`src/rtl/core/xenc_pkg.sv`:
```
package xenc_pkg;

    typedef struct packed {
        logic [5:0]         mode;
        logic [2:0]         reg_a;
        logic [2:0]         reg_b;
        logic signed [31:0] displacement;
        logic [63:0]        immediate;
    } in_t;

    typedef struct packed {
        logic [7:0] code_byte;
        logic       last_byte;
        logic [1:0] error_code;
    } out_t;

    localparam int unsigned MaxBytes = 15;
    localparam int unsigned CntW     = $clog2(MaxBytes + 1);

    typedef logic [MaxBytes-1:0][7:0] byte_buf_t;

    typedef struct packed {
        byte_buf_t       bytes;
        logic [CntW-1:0] count;
        logic [1:0]      err;
    } enc_t;

    localparam logic [1:0] ERR_NONE      = 2'd0;
    localparam logic [1:0] ERR_DIV       = 2'd1;
    localparam logic [1:0] ERR_IMUL_WIDE = 2'd2;

    localparam logic [5:0] MODE_CMP_RR      = 6'd0;
    localparam logic [5:0] MODE_CMP_RAX_IMM = 6'd1;
    localparam logic [5:0] MODE_PUSH        = 6'd2;
    localparam logic [5:0] MODE_POP         = 6'd3;
    localparam logic [5:0] MODE_ADD_RR      = 6'd4;
    localparam logic [5:0] MODE_SUB_RR      = 6'd5;
    localparam logic [5:0] MODE_IMUL_RR     = 6'd6;
    localparam logic [5:0] MODE_DIV_RR      = 6'd7;
    localparam logic [5:0] MODE_XOR_RR      = 6'd8;
    localparam logic [5:0] MODE_ADD_RI      = 6'd9;
    localparam logic [5:0] MODE_SUB_RI      = 6'd10;
    localparam logic [5:0] MODE_IMUL_RI     = 6'd11;
    localparam logic [5:0] MODE_DIV_RI      = 6'd12;
    localparam logic [5:0] MODE_MOV_RR      = 6'd13;
    localparam logic [5:0] MODE_MOV_RI32    = 6'd14;
    localparam logic [5:0] MODE_MOV_RI64    = 6'd15;
    localparam logic [5:0] MODE_MOV_RM      = 6'd16;
    localparam logic [5:0] MODE_MOV_MI32    = 6'd17;
    localparam logic [5:0] MODE_MOV_MI64    = 6'd18;
    localparam logic [5:0] MODE_MOV_MR      = 6'd19;
    localparam logic [5:0] MODE_INC         = 6'd20;
    localparam logic [5:0] MODE_DEC         = 6'd21;
    localparam logic [5:0] MODE_NOT         = 6'd22;
    localparam logic [5:0] MODE_NEG         = 6'd23;
    localparam logic [5:0] MODE_CALL        = 6'd24;
    localparam logic [5:0] MODE_INT         = 6'd25;
    localparam logic [5:0] MODE_LEAVE       = 6'd26;
    localparam logic [5:0] MODE_RET         = 6'd27;
    localparam logic [5:0] MODE_JMP         = 6'd28;
    localparam logic [5:0] MODE_JCC_FIRST   = 6'd29;
    localparam logic [5:0] MODE_JCC_LAST    = 6'd40;

    localparam logic [7:0] OP_REX_W       = 8'h48;
    localparam logic [7:0] OP_CMP_RR      = 8'h39;
    localparam logic [7:0] OP_CMP_RAX_IMM = 8'h3D;
    localparam logic [7:0] OP_PUSH        = 8'h50;
    localparam logic [7:0] OP_POP         = 8'h58;
    localparam logic [7:0] OP_ADD_RR      = 8'h01;
    localparam logic [7:0] OP_SUB_RR      = 8'h29;
    localparam logic [7:0] OP_ESCAPE      = 8'h0F;
    localparam logic [7:0] OP_IMUL_RR     = 8'hAF;
    localparam logic [7:0] OP_XOR_RR      = 8'h31;
    localparam logic [7:0] OP_GRP1_IMM32  = 8'h81;
    localparam logic [7:0] OP_IMUL_IMM8   = 8'h6B;
    localparam logic [7:0] OP_MOV_RM_R    = 8'h89;
    localparam logic [7:0] OP_MOV_R_RM    = 8'h8B;
    localparam logic [7:0] OP_MOV_R_IMM   = 8'hB8;
    localparam logic [7:0] OP_MOV_RM_IMM  = 8'hC7;
    localparam logic [7:0] OP_GRP5        = 8'hFF;
    localparam logic [7:0] OP_GRP3        = 8'hF7;
    localparam logic [7:0] OP_CALL        = 8'hE8;
    localparam logic [7:0] OP_INT         = 8'hCD;
    localparam logic [7:0] OP_LEAVE       = 8'hC9;
    localparam logic [7:0] OP_RET         = 8'hC3;
    localparam logic [7:0] OP_JMP         = 8'hE9;

    localparam logic [1:0] MOD_DISP8  = 2'b01;
    localparam logic [1:0] MOD_DISP32 = 2'b10;
    localparam logic [1:0] MOD_DIRECT = 2'b11;

    function automatic logic [7:0] modrm_direct(input logic [2:0] r, input logic [2:0] rm);
        return {MOD_DIRECT, r, rm};
    endfunction

    function automatic logic [7:0] jcc_opcode(input logic [5:0] mode);
        logic [7:0] op;
        case (mode - MODE_JCC_FIRST)
            6'd0:    op = 8'h84;
            6'd1:    op = 8'h85;
            6'd2:    op = 8'h80;
            6'd3:    op = 8'h81;
            6'd4:    op = 8'h88;
            6'd5:    op = 8'h89;
            6'd6:    op = 8'h8F;
            6'd7:    op = 8'h8D;
            6'd8:    op = 8'h8C;
            6'd9:    op = 8'h8E;
            6'd10:   op = 8'h8A;
            6'd11:   op = 8'h8B;
            default: op = 8'h00;
        endcase
        return op;
    endfunction

endpackage

```
`src/rtl/core/xenc_encoder.sv`:
```
module xenc_encoder (
    input  xenc_pkg::in_t  req,
    output xenc_pkg::enc_t enc
);

    localparam int unsigned CntW = xenc_pkg::CntW;

    logic [2:0][7:0]  head;
    logic [1:0]       head_n;
    logic             has_mrm;
    logic [7:0]       mrm;
    logic [2:0]       disp_n;
    logic [3:0]       imm_n;
    logic [1:0]       err;
    logic             known;
    logic             disp_small;
    logic [1:0]       based_mod;
    logic [2:0]       based_dn;
    logic [31:0]      disp_u;
    logic [CntW-1:0]  d_off;
    logic [CntW-1:0]  i_off;
    logic [CntW-1:0]  total;

    assign disp_u     = req.displacement;
    assign disp_small = (disp_u[31:7] == '0) || (disp_u[31:7] == '1);
    assign based_mod  = disp_small ? xenc_pkg::MOD_DISP8 : xenc_pkg::MOD_DISP32;
    assign based_dn   = disp_small ? 3'd1 : 3'd4;

    always_comb begin
        head    = '0;
        head_n  = 2'd0;
        has_mrm = 1'b0;
        mrm     = 8'h00;
        disp_n  = 3'd0;
        imm_n   = 4'd0;
        err     = xenc_pkg::ERR_NONE;
        known   = 1'b1;
        case (req.mode)
            xenc_pkg::MODE_CMP_RR: begin
                head[0] = xenc_pkg::OP_CMP_RR; head_n = 2'd1;
                has_mrm = 1'b1; mrm = xenc_pkg::modrm_direct(req.reg_a, req.reg_b);
            end
            xenc_pkg::MODE_CMP_RAX_IMM: begin
                head[0] = xenc_pkg::OP_CMP_RAX_IMM; head_n = 2'd1; imm_n = 4'd4;
            end
            xenc_pkg::MODE_PUSH: begin
                head[0] = xenc_pkg::OP_PUSH + {5'd0, req.reg_a}; head_n = 2'd1;
            end
            xenc_pkg::MODE_POP: begin
                head[0] = xenc_pkg::OP_POP + {5'd0, req.reg_a}; head_n = 2'd1;
            end
            xenc_pkg::MODE_ADD_RR, xenc_pkg::MODE_SUB_RR, xenc_pkg::MODE_XOR_RR,
            xenc_pkg::MODE_MOV_RR: begin
                head[0] = xenc_pkg::OP_REX_W; head_n = 2'd2;
                case (req.mode)
                    xenc_pkg::MODE_ADD_RR: head[1] = xenc_pkg::OP_ADD_RR;
                    xenc_pkg::MODE_SUB_RR: head[1] = xenc_pkg::OP_SUB_RR;
                    xenc_pkg::MODE_XOR_RR: head[1] = xenc_pkg::OP_XOR_RR;
                    default:               head[1] = xenc_pkg::OP_MOV_RM_R;
                endcase
                has_mrm = 1'b1; mrm = xenc_pkg::modrm_direct(req.reg_b, req.reg_a);
            end
            xenc_pkg::MODE_IMUL_RR: begin
                head[0] = xenc_pkg::OP_REX_W; head[1] = xenc_pkg::OP_ESCAPE;
                head[2] = xenc_pkg::OP_IMUL_RR; head_n = 2'd3;
                has_mrm = 1'b1; mrm = xenc_pkg::modrm_direct(req.reg_a, req.reg_b);
            end
            xenc_pkg::MODE_DIV_RR, xenc_pkg::MODE_DIV_RI: begin
                err = xenc_pkg::ERR_DIV;
            end
            xenc_pkg::MODE_ADD_RI, xenc_pkg::MODE_SUB_RI: begin
                head[0] = xenc_pkg::OP_REX_W; head[1] = xenc_pkg::OP_GRP1_IMM32;
                head_n = 2'd2; has_mrm = 1'b1; imm_n = 4'd4;
                mrm = xenc_pkg::modrm_direct(
                    (req.mode == xenc_pkg::MODE_ADD_RI) ? 3'd0 : 3'd5, req.reg_a);
            end
            xenc_pkg::MODE_IMUL_RI: begin
                if (req.immediate[31:8] != '0) begin
                    err = xenc_pkg::ERR_IMUL_WIDE;
                end else begin
                    head[0] = xenc_pkg::OP_REX_W; head[1] = xenc_pkg::OP_IMUL_IMM8;
                    head_n = 2'd2; imm_n = 4'd1;
                    has_mrm = 1'b1; mrm = xenc_pkg::modrm_direct(req.reg_a, req.reg_a);
                end
            end
            xenc_pkg::MODE_MOV_RI32: begin
                head[0] = xenc_pkg::OP_MOV_R_IMM + {5'd0, req.reg_a};
                head_n = 2'd1; imm_n = 4'd4;
            end
            xenc_pkg::MODE_MOV_RI64: begin
                head[0] = xenc_pkg::OP_REX_W;
                head[1] = xenc_pkg::OP_MOV_R_IMM + {5'd0, req.reg_a};
                head_n = 2'd2; imm_n = 4'd8;
            end
            xenc_pkg::MODE_MOV_RM: begin
                head[0] = xenc_pkg::OP_REX_W; head[1] = xenc_pkg::OP_MOV_R_RM; head_n = 2'd2;
                has_mrm = 1'b1; mrm = {based_mod, req.reg_a, req.reg_b}; disp_n = based_dn;
            end
            xenc_pkg::MODE_MOV_MI32: begin
                head[0] = xenc_pkg::OP_MOV_RM_IMM; head_n = 2'd1; imm_n = 4'd4;
                has_mrm = 1'b1; mrm = {based_mod, 3'd0, req.reg_a}; disp_n = based_dn;
            end
            xenc_pkg::MODE_MOV_MI64: begin
                head[0] = xenc_pkg::OP_REX_W; head[1] = xenc_pkg::OP_MOV_RM_IMM;
                head_n = 2'd2; imm_n = 4'd8;
                has_mrm = 1'b1; mrm = {based_mod, 3'd0, req.reg_a}; disp_n = based_dn;
            end
            xenc_pkg::MODE_MOV_MR: begin
                head[0] = xenc_pkg::OP_REX_W; head[1] = xenc_pkg::OP_MOV_RM_R; head_n = 2'd2;
                has_mrm = 1'b1; mrm = {based_mod, req.reg_b, req.reg_a}; disp_n = based_dn;
            end
            xenc_pkg::MODE_INC, xenc_pkg::MODE_DEC: begin
                head[0] = xenc_pkg::OP_GRP5; head_n = 2'd1; has_mrm = 1'b1;
                mrm = xenc_pkg::modrm_direct(
                    (req.mode == xenc_pkg::MODE_INC) ? 3'd0 : 3'd1, req.reg_a);
            end
            xenc_pkg::MODE_NOT, xenc_pkg::MODE_NEG: begin
                head[0] = xenc_pkg::OP_GRP3; head_n = 2'd1; has_mrm = 1'b1;
                mrm = xenc_pkg::modrm_direct(
                    (req.mode == xenc_pkg::MODE_NOT) ? 3'd2 : 3'd3, req.reg_a);
            end
            xenc_pkg::MODE_CALL: begin
                head[0] = xenc_pkg::OP_CALL; head_n = 2'd1; disp_n = 3'd4;
            end
            xenc_pkg::MODE_INT: begin
                head[0] = xenc_pkg::OP_INT; head_n = 2'd1; imm_n = 4'd1;
            end
            xenc_pkg::MODE_LEAVE: begin
                head[0] = xenc_pkg::OP_LEAVE; head_n = 2'd1;
            end
            xenc_pkg::MODE_RET: begin
                head[0] = xenc_pkg::OP_RET; head_n = 2'd1;
            end
            xenc_pkg::MODE_JMP: begin
                head[0] = xenc_pkg::OP_JMP; head_n = 2'd1; disp_n = 3'd4;
            end
            default: begin
                if (req.mode >= xenc_pkg::MODE_JCC_FIRST &&
                    req.mode <= xenc_pkg::MODE_JCC_LAST) begin
                    head[0] = xenc_pkg::OP_ESCAPE; head[1] = xenc_pkg::jcc_opcode(req.mode);
                    head_n = 2'd2; disp_n = 3'd4;
                end else begin
                    known = 1'b0;
                end
            end
        endcase
    end

    assign d_off = CntW'(head_n) + CntW'(has_mrm);
    assign i_off = d_off + CntW'(disp_n);
    assign total = i_off + CntW'(imm_n);

    always_comb begin
        enc.bytes = '0;
        for (int i = 0; i < int'(xenc_pkg::MaxBytes); i++) begin
            if (CntW'(i) < CntW'(head_n)) begin
                enc.bytes[CntW'(i)] = head[2'(i % 3)];
            end else if (has_mrm && CntW'(i) == d_off - CntW'(1)) begin
                enc.bytes[CntW'(i)] = mrm;
            end else if (CntW'(i) < i_off) begin
                enc.bytes[CntW'(i)] = 8'(disp_u >> {(CntW'(i) - d_off), 3'b000});
            end else begin
                enc.bytes[CntW'(i)] =
                    8'(req.immediate >> {3'((CntW'(i) - i_off)), 3'b000});
            end
        end
        enc.err   = err;
        enc.count = total;
        if (err != xenc_pkg::ERR_NONE) begin
            enc.bytes = '0;
            enc.count = CntW'(1);
        end else if (!known) begin
            enc.count = '0;
        end
    end

endmodule

```
`src/rtl/core/x64_instruction_encoder_unit.sv`:
```
// x64 instruction encoder.
// Input channel s_*: one instruction request per transfer (mode, register
// codes, displacement, immediate). Output channel m_*: the machine code, one
// byte per transfer, last_byte set on the final byte. Division requests and
// a multiply immediate whose low 32 bits are 256 or more give a single
// transfer with code_byte 0, last_byte 1 and a nonzero error_code. Unknown
// modes produce nothing. The request is registered in the input register,
// then encoded into the byte buffer, from which the first byte is presented.
// Throughput: one byte per cycle while m_ready is high; an instruction
// holds the byte buffer until its last byte is taken and has 1 to 15
// bytes. The next request is taken into the input register while the
// buffer drains, and moves into the buffer in the cycle its last byte is
// taken, so bytes of consecutive instructions follow without a gap.
// Reset (aresetn low, synchronous) empties both registers; s_ready is high
// after reset. When m_ready is low the current byte holds and the input
// register fills, then s_ready drops until the buffer moves on.
module x64_instruction_encoder_unit (
    input  logic            aclk,
    input  logic            aresetn,
    input  logic            s_valid,
    output logic            s_ready,
    input  xenc_pkg::in_t   s_data,
    output logic            m_valid,
    input  logic            m_ready,
    output xenc_pkg::out_t  m_data
);

    localparam int unsigned CntW = xenc_pkg::CntW;

    xenc_pkg::in_t        in_data_reg;
    logic                 in_valid_reg;
    xenc_pkg::enc_t       enc;
    xenc_pkg::byte_buf_t  buf_bytes_reg;
    logic [CntW-1:0]      buf_cnt_reg;
    logic [1:0]           buf_err_reg;
    logic [CntW-1:0]      idx_reg;
    logic [CntW-1:0]      idx_next;
    logic                 buf_valid_reg;
    logic                 is_last;
    logic                 buf_free;
    logic                 load;

    xenc_encoder u_encoder (
        .req (in_data_reg),
        .enc (enc)
    );

    assign is_last  = (idx_reg == buf_cnt_reg - CntW'(1));
    assign buf_free = !buf_valid_reg || (m_ready && is_last);
    assign load     = in_valid_reg && buf_free;
    assign s_ready  = !in_valid_reg || buf_free;
    assign idx_next = idx_reg + CntW'(1);

    assign m_valid           = buf_valid_reg;
    assign m_data.code_byte  = buf_bytes_reg[idx_reg];
    assign m_data.last_byte  = is_last;
    assign m_data.error_code = buf_err_reg;

    always_ff @(posedge aclk) begin
        if (!aresetn) begin
            in_valid_reg  <= 1'b0;
            buf_valid_reg <= 1'b0;
            idx_reg       <= '0;
        end else begin
            if (s_valid && s_ready) begin
                in_valid_reg <= 1'b1;
                in_data_reg  <= s_data;
            end else if (load) begin
                in_valid_reg <= 1'b0;
            end
            if (load) begin
                buf_bytes_reg <= enc.bytes;
                buf_cnt_reg   <= enc.count;
                buf_err_reg   <= enc.err;
                idx_reg       <= '0;
                buf_valid_reg <= (enc.count != '0);
            end else if (buf_valid_reg && m_ready) begin
                if (is_last) begin
                    buf_valid_reg <= 1'b0;
                end else begin
                    idx_reg <= idx_next;
                end
            end
        end
    end

endmodule

```
`config.mk`:
```
export PLATFORM = sky130hd
export DESIGN_NAME = x64_instruction_encoder_unit
export DESIGN_NICKNAME = d
export VERILOG_FILES = /design/src/rtl/core/xenc_pkg.sv /design/src/rtl/core/xenc_encoder.sv /design/src/rtl/core/x64_instruction_encoder_unit.sv
export SDC_FILE = /design/constraint.sdc
export NUM_CORES = 1
export LEC_CHECK = 0
export ABC_AREA = 1
export BUFFER_PORTS_ARGS = -buffer_cell sky130_fd_sc_hd__buf_4
export CORE_ASPECT_RATIO = 0.75
export CORE_MARGIN = 2
export CORE_UTILIZATION = 52
export CTS_CLUSTER_SIZE = 28
export DETAILED_ROUTE_END_ITERATION = 10
export PLACE_DENSITY = 0.72
export SLEW_MARGIN = 20
export SYNTH_ARGS = -nofsm -noshare
export SYNTH_HDL_FRONTEND = slang
export SYNTH_SLANG_ARGS = --single-unit
```
`constraint.sdc`:
```
create_clock -name aclk -period 10.75 [get_ports aclk]
set_input_delay 0 -clock aclk [delete_from_list [all_inputs] [get_ports aclk]]
set_output_delay 0 -clock aclk [all_outputs]
set_load 0.03 [all_outputs]
```
==> reports/results.ini, run 1 <==
[outcome]
outcome=finished, final reports clean

[finish]
fin_nets=1990
final_area_um2=15550
fill_cells=1890
diodes=0
largest_register_ffs=108
drive_gt1_frac=0.1193
area_growth_pct=21.88

[logic_synthesis]
ys_warn_count=0
synth_top_flop_cell=edfxtp_1
synthesis.area_um2=12760
synth_edf_count=178
syn_nets=1806
ys_seq_area_frac=0.4283
ys_ff_latch=184
synthArstFlopShare=0
synth.avg_cell_area_um2=7.668
synthCells=1664
synth_cell_types=55

[sta]
setup-tns-final_ps=0
setup_slack_ps=3659
tightest_slew_ps=1234
slew_violations=0
hold_viol_final=0
slew-limit-headroom=0.1771
clock.fmax_mhz=141.0
rsz0062_at_grt=false
min_period_over_period=0.6597
finalSetupViolations=0
min_period_ps=7091
clock_skew_ps=17.51
finalHoldWorstSlack_ps=246.4

[critical_path]
rr_endpoint=buf_bytes_reg[35]$_SDFFCE_PN0P_
critPathMaxFanout=98
regToRegSetupSlack_ps=3660
required_ps=11050
cpLargestDelayFamily=simple AND/OR/NAND/NOR gates
path_cells=inv_1 > ha_1 > inv_1 > nor3_1 > inv_1 > nand4_1 > nor2_1 > inv_1 > ha_1 > buf_4 > ha_2 > buf_4 > inv_1 > ha_1 > nor2_1 > nor2_1 > nor3_1 > o211ai_1 > nand2_1 > o21ai_0 > a21oi_1
worstSetupEndpointType=flip-flop
start_kind=flip-flop
slowest_stage=nor3_1
arrival_ps=7390
cpPeakStageDelay_ps=880
critPathKind=flip-flop to flip-flop
r2r_cells=21
critPathBufInv=7
reg2reg_from=in_data_reg[102]$_DFFE_PP_
critPathMostFrequentCell=inv_1

[floorplanning]
die_h_um=139.7
start_util=0.5309
io_pins=125
rows=49
coreArea_um2=24030
die_w_um=184.9
die_area_um2=25820

[routing]
routed_wl_um=50900
drtAntennaViolNets=0
vias=13600
first_pass_iters=6
viasPerCell=6.205
remaining_drc_errors=0
wl_per_cell_um=23.22
drt_iter0_markers=2274

[clock_network]
clk-insertion-delay-late_ps=470
cts_buffers=17
post-cts-setup-buffers=0
clockBufferDepth=2
clk_pin_slew_worst_paths_ps=80
cts_tree=done
ctsHoldBuffers=113
cts_resized=0
cts.sinks=184
cts_max_level=4
clock-root-buffer=clkbuf_16

[worst_hold_path]
min_path_cells=2
min_to=in_data_reg[16]$_DFFE_PP_
hold_class=input port to flip-flop
min_from=s_data[16]

[placement]
place_area_um2=13810
preCtsSetupSlack_ps=3997
routabilityCongestion=1.072
port_buffers=124
hpwl_um=37030

[grt]
track_usage=0.3936
grt_use_met2=0.5492
antenna_found_initial=3
grt_pass1_vias=12050
gr-usage-met3=0.1081
top_usage_layer=met1
overflow=0
grt_max_degree=99
met1_usage=0.6013
grt_pass1_wl_um=74560

[power_and_ir_drop]
ir_worst_vdd_mv=0.1341
fin_total_pwr_uw=2470
p_leak_uw=0.006699
p_per_area_nw_per_um2=158.8

[job]
maxCapViolations=0

-- layout make-up --
| class | count | area (um2) | share of cell area |
|---|---|---|---|
| Multi-Input combinational cell | 1225 | 6286 | 0.4042 |
| Inverter | 176 | 663.1 | 0.04264 |
| Clock buffer | 17 | 425.4 | 0.02736 |
| Sequential cell | 184 | 5465 | 0.3514 |
| Clock inverter | 15 | 182.7 | 0.01175 |
| Timing Repair Buffer | 244 | 2115 | 0.1360 |
| Tap cell | 331 | 414.1 | 0.02663 |
-- layer usage --
metal / routed length, um / up-vias
met5: 10 / -
met4: 1393 / 2
met3: 7102 / 127
met2: 20490 / 1112
met1: 21910 / 6260
li1: - / 6101
-- power by group --
part	switching [uW]	leakage, uW	internal (uW)
clock	312	0.000294	353
combinational	647	0.00470	280
sequential	21.9	0.00170	857
-- placed cells by master (no fill, tap or decap), types with 10 or more instances in the layout --
cell	n
nand2_1	358
o21ai_0	257
o22ai_1	16
nand3_1	70
edfxtp_1	178
inv_1	166
a31oi_1	10
clkbuf_16	17
nor2_1	183
a21oi_1	99
or2_2	13
ha_1	28
mux2i_1	16
dlygate4sd3_1	113
o211ai_1	16
a211oi_1	15
buf_4	131
o2111ai_1	10
nand4_1	17
nor3_1	26
-- synthesized netlist by cell type, types with 13 or more instances --
master	instances	share of area
a211oi_1	15	0.0088
a21oi_1	99	0.039
clkbuf_1	56	0.016
edfxtp_1	178	0.42
ha_1	29	0.028
inv_1	167	0.049
mux2i_1	16	0.013
nand2_1	358	0.11
nand3_1	70	0.027
nand4_1	17	0.0083
nor2_1	185	0.054
nor3_1	26	0.010
o211ai_1	16	0.0094
o21ai_0	257	0.10
o22ai_1	16	0.0078
or2_2	13	0.0064
-- how the worst max path moves through the flow --
stage	from	to	slack (ps)	cells past startpoint
final	in_data_reg[102]$_DFFE_PP_	buf_bytes_reg[35]$_SDFFCE_PN0P_	3660	21
after global routing	in_data_reg[102]$_DFFE_PP_	buf_bytes_reg[50]$_SDFFCE_PN0P_	3180	20
after CTS	in_data_reg[102]$_DFFE_PP_	buf_bytes_reg[55]$_SDFFCE_PN0P_	3990	20
after detailed placement	in_data_reg[102]$_DFFE_PP_	buf_bytes_reg[55]$_SDFFCE_PN0P_	4000	20
after global placement	in_data_reg[102]$_DFFE_PP_	buf_bytes_reg[55]$_SDFFCE_PN0P_	4110	20
after floorplan	buf_cnt_reg[0]$_DFFE_PP_	buf_bytes_reg[0]$_SDFFCE_PN0P_	6020	11
-- logic make-up after synthesis --
family	count (synthesis)	synth area share
AO/OA/AOI/OAI	462	0.2013
XOR/XNOR	8	0.005491
adder cells (fa/ha/maj)	30	0.03001
buffers and inverters	255	0.08001
flip-flops	184	0.4283
multiplexers	16	0.01255
AND/OR/NAND/NOR	709	0.2423
-- per-stage QoR --
stage / instances / utilization
floorplan: 1664 / -
global placement: 2047 / 0.5746
detailed placement: 2047 / 0.5746
CTS: 2192 / 0.6470
global route: 2192 / 0.6471
finish: 2192 / 0.6471
No activity file was read; power rests on OpenSTA's default activity.
==> inputs of run 2 (changes only) <==
--- a/config.mk
+++ b/config.mk
@@ -12,7 +12,7 @@
 export CORE_UTILIZATION = 52
 export CTS_CLUSTER_SIZE = 28
 export DETAILED_ROUTE_END_ITERATION = 10
-export PLACE_DENSITY = 0.72
+export PLACE_DENSITY = 0.74
 export SLEW_MARGIN = 20
 export SYNTH_ARGS = -nofsm -noshare
 export SYNTH_HDL_FRONTEND = slang
==> constraint.sdc (replaced) <==
create_clock -name aclk -period 5.8 [get_ports aclk]
set_input_delay 0 -clock aclk [delete_from_list [all_inputs] [get_ports aclk]]
set_output_delay 0 -clock aclk [all_outputs]
set_load 0.03 [all_outputs]
==> reports/results.ini, run 2 (same netlist as run 1, synthesis figures left out) <==
[sta]
hold_viol_final=0  ; unchanged
slew-limit-headroom=0.1996  ; +0.02245
rsz0062_at_grt=false
min_period_over_period=0.9597  ; +0.3001
clock.fmax_mhz=179.6  ; +27%
setup-tns-final_ps=0  ; unchanged
slew_violations=0  ; unchanged
tightest_slew_ps=1201  ; -33.67 ps
min_period_ps=5566  ; -1525 ps
finalSetupViolations=0  ; unchanged
clock_skew_ps=13.87  ; -3.640 ps

[clock_network]
clock-root-buffer=clkbuf_16
cts.sinks=184  ; unchanged
clk-insertion-delay-late_ps=450  ; -20 ps
cts_buffers=17  ; unchanged
cts_max_level=4  ; unchanged
clk_pin_slew_worst_paths_ps=70  ; about the same
cts_resized=0  ; unchanged
clockBufferDepth=2  ; unchanged
post-cts-setup-buffers=0  ; unchanged
cts_tree=done
ctsHoldBuffers=112  ; -0.88%

[floorplanning]
start_util=0.5309  ; unchanged
coreArea_um2=24030  ; unchanged
die_h_um=139.7  ; unchanged
rows=49  ; unchanged
io_pins=125  ; unchanged
die_w_um=184.9  ; unchanged
die_area_um2=25820  ; unchanged

[grt]
track_usage=0.3919  ; -0.001713
grt_pass1_wl_um=74480  ; -0.11%
antenna_found_initial=2  ; -1
grt_max_degree=97  ; -2.0%
grt_pass1_vias=12390  ; +2.7%
overflow=0  ; unchanged

[finish]
seq_area_um2=5465  ; unchanged
fill_cells=1991  ; +5.3%
area_growth_pct=23.13
multiInputGateArea_um2=6284  ; about the same
most-common-layout-cells=358 x nand2_1, 257 x o21ai_0, 184 x nor2_1
final_cells=2214  ; +1.0%
mostFrequentLayoutCell=nand2_1
largest_register_ffs=108  ; unchanged
fin_nets=2012  ; +1.1%
final_core_util=0.6537  ; +0.006664
final_area_um2=15710  ; +1.0%
drive_gt1_frac=0.1296  ; +0.01029
diodes=0  ; unchanged

[routing]
remaining_drc_errors=0  ; unchanged
drt_iter0_markers=2081  ; -8.5%
drtAntennaViolNets=0  ; unchanged
routed_wl_um=50540  ; -0.72%
vias=13390  ; -1.5%
wl_per_cell_um=22.83  ; -1.7%
first_pass_iters=8  ; +2
viasPerCell=6.049  ; -2.5%

[job]
maxCapViolations=0  ; unchanged

[critical_path]
required_ps=6130  ; -4920 ps
critPathKind=flip-flop to flip-flop
arrival_ps=5900  ; -1490 ps
critPathMostFrequentCell=nand2_1
critPathMaxFanout=10  ; -90%
slowest_stage=edfxtp_1
cpPeakStageDelay_ps=470  ; -410 ps
start_kind=flip-flop
worstSetupEndpointType=flip-flop

[placement]
place_area_um2=14010  ; +1.4%
port_buffers=124  ; unchanged
hpwl_um=36890  ; -0.38%
dp.cells=2070  ; +1.1%
routabilityCongestion=1.076  ; +0.33%

[power_and_ir_drop]
p_per_area_nw_per_um2=289.6  ; +82%
p_leak_uw=0.006809  ; +1.6%
ir_worst_vdd_mv=0.2375  ; +77%
fin_total_pwr_uw=4550  ; +84%

[worst_hold_path]
hold_class=input port to flip-flop

[outcome]
outcome=finished, final reports clean

run 2: final timing paths:
kind | startpoint | to | slack (ps) | cells after the start
worst min-delay path | s_data[88] | in_data_reg[88]$_DFFE_PP_ | 260 | 2
worst max register to register | in_data_reg[102]$_DFFE_PP_ | m_valid$_SDFFE_PN0P_ | 230 | 28
worst min register to register | idx_reg[3]$_SDFFE_PP0P_ | idx_reg[3]$_SDFFE_PP0P_ | 510 | 1
worst max-delay path | in_data_reg[102]$_DFFE_PP_ | m_valid$_SDFFE_PN0P_ | 230 | 28
run 2: power by group:
part	leakage, uW	internal [uW]	switching [uW]
clock	0.000292	611	572
combinational	0.00481	567	1170
sequential	0.00170	1590	41.2
run 2: area by class of cell:
cell class / count / share of cell area
multi-input cells: 1225 / 0.3999
well taps: 331 / 0.02636
flip-flops and latches: 184 / 0.3479
inverters: 176 / 0.04221
repair buffers: 266 / 0.1465
clock buffers: 17 / 0.02708
clock inverters: 15 / 0.01003
run 2: per-stage QoR:
stage	hold slack, ps	setup slack, ps
CTS	245.2	465.6
detailed placement	179.3	485.0
finish	261.3	233.5
global route	252.5	2.788
global placement	178.2	635.4
floorplan	98.87	1074
run 2: critical path: cells and delay by family (launching register included):
kind            cells  cell delay, ps
compound gates      2             270
xor+xnor            2             570
simple gates       13            1600
buf+inv             6             770
fa+ha+maj           5            1740
flops               1             470
run 2: layer usage:
layer	global-route usage	wire length, um	vias to the layer above
met5	0.007619	9	-
met4	0.1111	1435	2
met3	0.1364	7443	92
met2	0.5429	20470	1021
met1	0.5753	21180	6145
li1	-	-	6133
